### src/sv/bdc_pkg.sv
// Shared constants, lane control type and width helper for the b-dot detumble controller.
// No dependencies; imported by every module of the block.
`default_nettype none
package bdc_pkg;

	localparam int FIELD_WIDTH_DEF    = 24;
	localparam int GAIN_FRAC_BITS_DEF = 16;
	localparam int GAIN_W             = 32;
	localparam int RATE_W             = 10;
	localparam int PERIOD_W           = 8;
	localparam int CMD_W              = 48;
	localparam int TORQUE_SCALE       = 1000;

	typedef struct packed {
		logic load;
		logic xprod;
		logic scale;
		logic torque;
		logic mul_lo;
		logic mul_hi;
	} lane_ctl_t;

	// derivative, cross product, scale and gain product widths of one lane
	function automatic int acc_width(input int fw);
		int dw;
		int xw;
		begin
			dw = fw + RATE_W + 1;
			xw = dw + fw + 1 + RATE_W;
			acc_width = xw + GAIN_W + 1;
		end
	endfunction

endpackage
`default_nettype wire

### src/sv/bdc_merge.sv
// Merge stage: floors and saturates the three lane products and holds the result request.
// Depends on bdc_pkg.
`default_nettype none
module bdc_merge #(
	parameter int FIELD_WIDTH    = bdc_pkg::FIELD_WIDTH_DEF,
	parameter int GAIN_FRAC_BITS = bdc_pkg::GAIN_FRAC_BITS_DEF
) (
	input  logic                                              clk,
	input  logic                                              arst_n,
	input  logic                                              load,
	input  logic                                              issued,
	input  logic signed [bdc_pkg::acc_width(FIELD_WIDTH)-1:0] acc_x,
	input  logic signed [bdc_pkg::acc_width(FIELD_WIDTH)-1:0] acc_y,
	input  logic signed [bdc_pkg::acc_width(FIELD_WIDTH)-1:0] acc_z,
	output logic                                              can_load,
	output logic                                              m_tvalid,
	input  logic                                              m_tready,
	output logic [3*bdc_pkg::CMD_W-1:0]                       m_tdata,
	output logic                                              m_tuser
);
	import bdc_pkg::*;

	localparam int RW = acc_width(FIELD_WIDTH);

	function automatic logic [CMD_W-1:0] sat(input logic signed [RW-1:0] v);
		logic signed [RW-1:0] sh;
		logic [RW-CMD_W:0]    hi_bits;
		begin
			sh      = v >>> GAIN_FRAC_BITS;
			hi_bits = sh[RW-1:CMD_W-1];
			if (&hi_bits || ~|hi_bits) begin
				sat = sh[CMD_W-1:0];
			end else if (sh[RW-1]) begin
				sat = {1'b1, {(CMD_W-1){1'b0}}};
			end else begin
				sat = {1'b0, {(CMD_W-1){1'b1}}};
			end
		end
	endfunction

	logic                   valid_q;
	logic [3*CMD_W-1:0]     data_q;
	logic                   issued_q;

	assign can_load = !valid_q || m_tready;

	always_ff @(posedge clk or negedge arst_n) begin
		if (!arst_n) begin
			valid_q <= 1'b0;
		end else if (load) begin
			valid_q <= 1'b1;
		end else if (m_tready) begin
			valid_q <= 1'b0;
		end
	end

	always_ff @(posedge clk) begin
		if (load) begin
			issued_q <= issued;
			data_q   <= issued ? {sat(acc_z), sat(acc_y), sat(acc_x)} : '0;
		end
	end

	assign m_tvalid = valid_q;
	assign m_tdata  = data_q;
	assign m_tuser  = issued_q;

endmodule
`default_nettype wire

### config.mk
export PLATFORM = sky130hd
export DESIGN_NAME = bdc_merge
export DESIGN_NICKNAME = d
export VERILOG_FILES = /design/src/sv/bdc_pkg.sv /design/src/sv/bdc_merge.sv
export SDC_FILE = /design/constraint.sdc
export NUM_CORES = 1
export LEC_CHECK = 0
export BUFFER_PORTS_ARGS = -buffer_cell sky130_fd_sc_hd__buf_2
export CORE_AREA = 2 2 181 183
export CTS_BUF_LIST = sky130_fd_sc_hd__clkbuf_16
export CTS_CLUSTER_DIAMETER = 150
export DETAILED_ROUTE_END_ITERATION = 12
export DIE_AREA = 0 0 183 185
export HOLD_SLACK_MARGIN = 0.08
export PLACE_DENSITY = 0.61
export SLEW_MARGIN = 20
export SYNTH_ARGS = -nofsm -noshare
export SYNTH_HDL_FRONTEND = slang
export SYNTH_SLANG_ARGS = --single-unit
### constraint.sdc
create_clock -name clk -period 0.8 [get_ports clk]
set_clock_uncertainty 0.05 [all_clocks]
set_input_delay 0.04 -clock clk [delete_from_list [all_inputs] [get_ports clk]]
set_output_delay 0.04 -clock clk [all_outputs]
set_load 0.01 [all_outputs]
==> qor.tcl <==
set qor(pwr-share-seq) 0.445
set qor(syn_avg_cell_area_um2) 10.1
set qor(share_comb_of_total_power) 0.170
set qor(worst_slew_pin_slew_ns) 0.597
set qor(power.share.switching) 0.275
set qor(drt-initial-drc-count) 554
set qor(final_max_slew_viol_count) 0
set qor(buffer_ports.inserted) 412
set qor(p_per_cell_area_mw_per_mm2) 1480
set qor(worst_slew_margin_rel) 0.602
set qor(route.detailed.vias_per_inst) 5.64
set qor(clock_tree.htree_level_count) 4
set qor(synth_area_mm2) 0.00925
set qor(final_nets) 1664
set qor(hold-worst-slack_ns) -0.0641
set qor(synthDominantAreaCellType) {sky130_fd_sc_hd__edfxtp_1}
set qor(worstSetupStartpointType) {primary input}
set qor(hold_viol) 3
set qor(mostFrequentLayoutCell) {sky130_fd_sc_hd__buf_2}
set qor(die_height_um) 185
set qor(clk_pin_slew_worst_paths_ns) 0.07
set qor(power.switching_mw) 5.72
set qor(std_cell_rows) 66
set qor(ant_nets) 0
set qor(hold_path_class) {primary input to flip-flop}
set qor(grt_overflow_total) 0
set qor(fp.coreArea_mm2) 0.0320
set qor(setup.worst_path.class) {primary input to flip-flop}
set qor(p_clk_frac) 0.384
set qor(ys_seq_elements) 146
set qor(die_area_mm2) 0.0339
set qor(failed_checks) {hold timing, setup timing}
set qor(cp_data_required_time_ns) 0.91
set qor(post_synth_main_area_contributors) {sky130_fd_sc_hd__edfxtp_1 47%, sky130_fd_sc_hd__nand4_1 21%, sky130_fd_sc_hd__and2_1 9.7%}
set qor(totalPowerFinal_mw) 20.8
set qor(layout_common_cells) {387 x sky130_fd_sc_hd__buf_2, 312 x sky130_fd_sc_hd__nand4_1, 145 x sky130_fd_sc_hd__edfxtp_1}
set qor(internal-power_mw) 15.1
set qor(die_w_um) 183
set qor(area_delta_synth_final_pct) 52.1
set qor(ir_worst_vdd_mv) 1.26
set qor(wl_per_cell_um) 20.5
set qor(arrival_ns) 1.44
set qor(kind_of_end_point_of_the_critical_path) {flip-flop}
set qor(critPathMaxFanout) 5
set qor(final_period_minus_worst_setup_slack_ns) 1.33
set qor(drc_violations_left) 0
set qor(initial_core_util) 0.289
set qor(cts_bufs_inserted) 17
set qor(finalNonFillerCells) 1773
set qor(first_global_vias) 9588
set qor(mappedNetlistNets) 1232
set qor(drt-total-wl_um) 36300
set qor(cts_sinks) 146
set qor(cts-hold-fix-buffers) 3
set qor(static-leakage-power_nw) 6.13
set qor(top_ports) 461
set qor(synthCells) 918
set qor(netlist.area_leader.share) 0.471
set qor(number_of_placed_cells_counting_well_taps) 1707
set qor(worst_skew_pair.late_latency_ns) 0.40
set qor(place_hpwl_um) 23800
set qor(cts.path.max_buffers) 2
set qor(setup_repair_after_global_routing_missed_its_margin) {yes}
set qor(min_period_over_period) 1.67
set qor(outcome) {finished, violations left}
set qor(synth_seq_area_share) 0.473
set qor(synthDistinctLibCells) 20
set qor(firstDrtPassIters) 4
set qor(grtUsageTotal) 0.195
set qor(place.gp.congestion) 0.808
set qor(final-setup-viol-count) 289
set qor(root_buffer) {sky130_fd_sc_hd__clkbuf_16}
set qor(drive_gt1_frac) 0.525
set qor(synth-warning-count) 0
set qor(layout.filler_cells) 3103
set qor(cts_tree) {done}
set qor(maxClockFrequency_ghz) 0.751
set qor(final_critical_path_setup_slack_ns) -0.532
set qor(routed-via-count) 10000
set qor(maximum_number_of_pins_on_one_net_before_global_route_repair) 76
set qor(wire_length_of_the_first_global_routing_pass_um) 52400
set qor(drv.max_cap_violation_count) 0
set qor(grt_antenna_before_repair) 2
==> path summary, 6_finish.rpt <==
kind | start | to | slack [ns] | cells past startpoint
setup / recovery | acc_x[77] | m_tdata[34]$_SDFFCE_PN0P_ | -0.53 | 7
hold / removal | load | m_tdata[30]$_SDFFCE_PN0P_ | -0.06 | 1
setup reg to reg | m_tvalid$_DFFE_PN0P_ | m_tvalid$_DFFE_PN0P_ | -0.08 | 3
hold reg to reg | m_tvalid$_DFFE_PN0P_ | m_tvalid$_DFFE_PN0P_ | 0.69 | 3
max in group asynchronous | arst_n | m_tvalid$_DFFE_PN0P_ | 0.17 | 3
min in group asynchronous | arst_n | m_tvalid$_DFFE_PN0P_ | 0.43 | 3
==> per-layer routing <==
| layer | up-vias | wire (µm) | track usage |
|---|---|---|---|
| li1 | 4556 | - | - |
| met1 | 4864 | 14400 | 0.238 |
| met2 | 512 | 17800 | 0.326 |
| met3 | 68 | 2920 | 0.0517 |
| met4 | 0 | 1220 | 0.0813 |
| met5 | - | 0 | 0 |
==> flip-flops by register name, summed over array words and instances (netlist names) <==
| register | count |
|---|---|
| m_tdata | 144 |
| m_tuser | 1 |
| m_tvalid | 1 |
==> worst max-delay path, stage by stage <==
cell and delay, ns:
sky130_fd_sc_hd__buf_6 0.09, sky130_fd_sc_hd__or4_4 0.53, sky130_fd_sc_hd__nor2_4 0.14, sky130_fd_sc_hd__a311o_2 0.25
sky130_fd_sc_hd__buf_6 0.17, sky130_fd_sc_hd__clkbuf_16 0.16, sky130_fd_sc_hd__nand3_2 0.05
==> power by group through the flow <==
stage	logic, mW	clock network, mW	registers (mW)
6_report	3.55	8.00	9.28
2_1_floorplan	0.849	0	9.74
3_5_place_dp	3.02	0	9.42
5_1_grt	3.81	8.47	9.32
4_1_cts	3.28	8.17	9.27
3_3_place_gp	2.98	0	9.43
==> metrics by stage <==
stage	setup slack, ns	area, µm²	setup TNS (ns)	utilization
floorplan	-0.700	9410	-93.27	-
global placement	-1.11	12400	-146.53	0.386
detailed placement	-1.12	12400	-151.03	0.386
CTS	-0.489	13400	-97.64	0.418
global route	-0.531	14100	-108.61	0.439
finish	-0.532	14100	-100.20	0.439
==> cell type report <==
cell class | count | area (µm²) | share of cell area
diodes | 2 | 5.00 | 0.000356
clock buffers | 17 | 425 | 0.0302
clock inverters | 15 | 135 | 0.00960
inverters | 1 | 3.75 | 0.000267
multi-input cells | 650 | 4730 | 0.336
flip-flops and latches | 146 | 4380 | 0.311
well taps | 408 | 510 | 0.0363
repair buffers | 534 | 3880 | 0.276
==> cells by family (layout without fill, tap and decap cells) <==
kind of cell	after synthesis	after routing	synth area share
buf+inv	122	567	0.0707
flops	146	146	0.473
compound gates	3	3	0.00365
simple gates	647	647	0.452
other cells	0	2	0
==> synthesized netlist by cell type, drive strengths merged <==
master / number
buf: 70
nand3: 141
and2: 144
clkbuf: 51
nor4: 30
a311o: 3
dfrtp: 1
nand2b: 2
nand4: 312
nor2: 6
edfxtp: 145
and4: 6
inv: 1
or4: 6
==> timing repair <==
item / 4_1_cts / 5_1_grt
endpoints found under the hold margin: 131 / 49
resized for setup: 30 / 89
endpoints found under the setup margin: 288 / 289
setup buffers: 10 / 3
gates cloned: 8 / 14
pin swaps: 1 / 11
(Power assumes the default switching activity.)
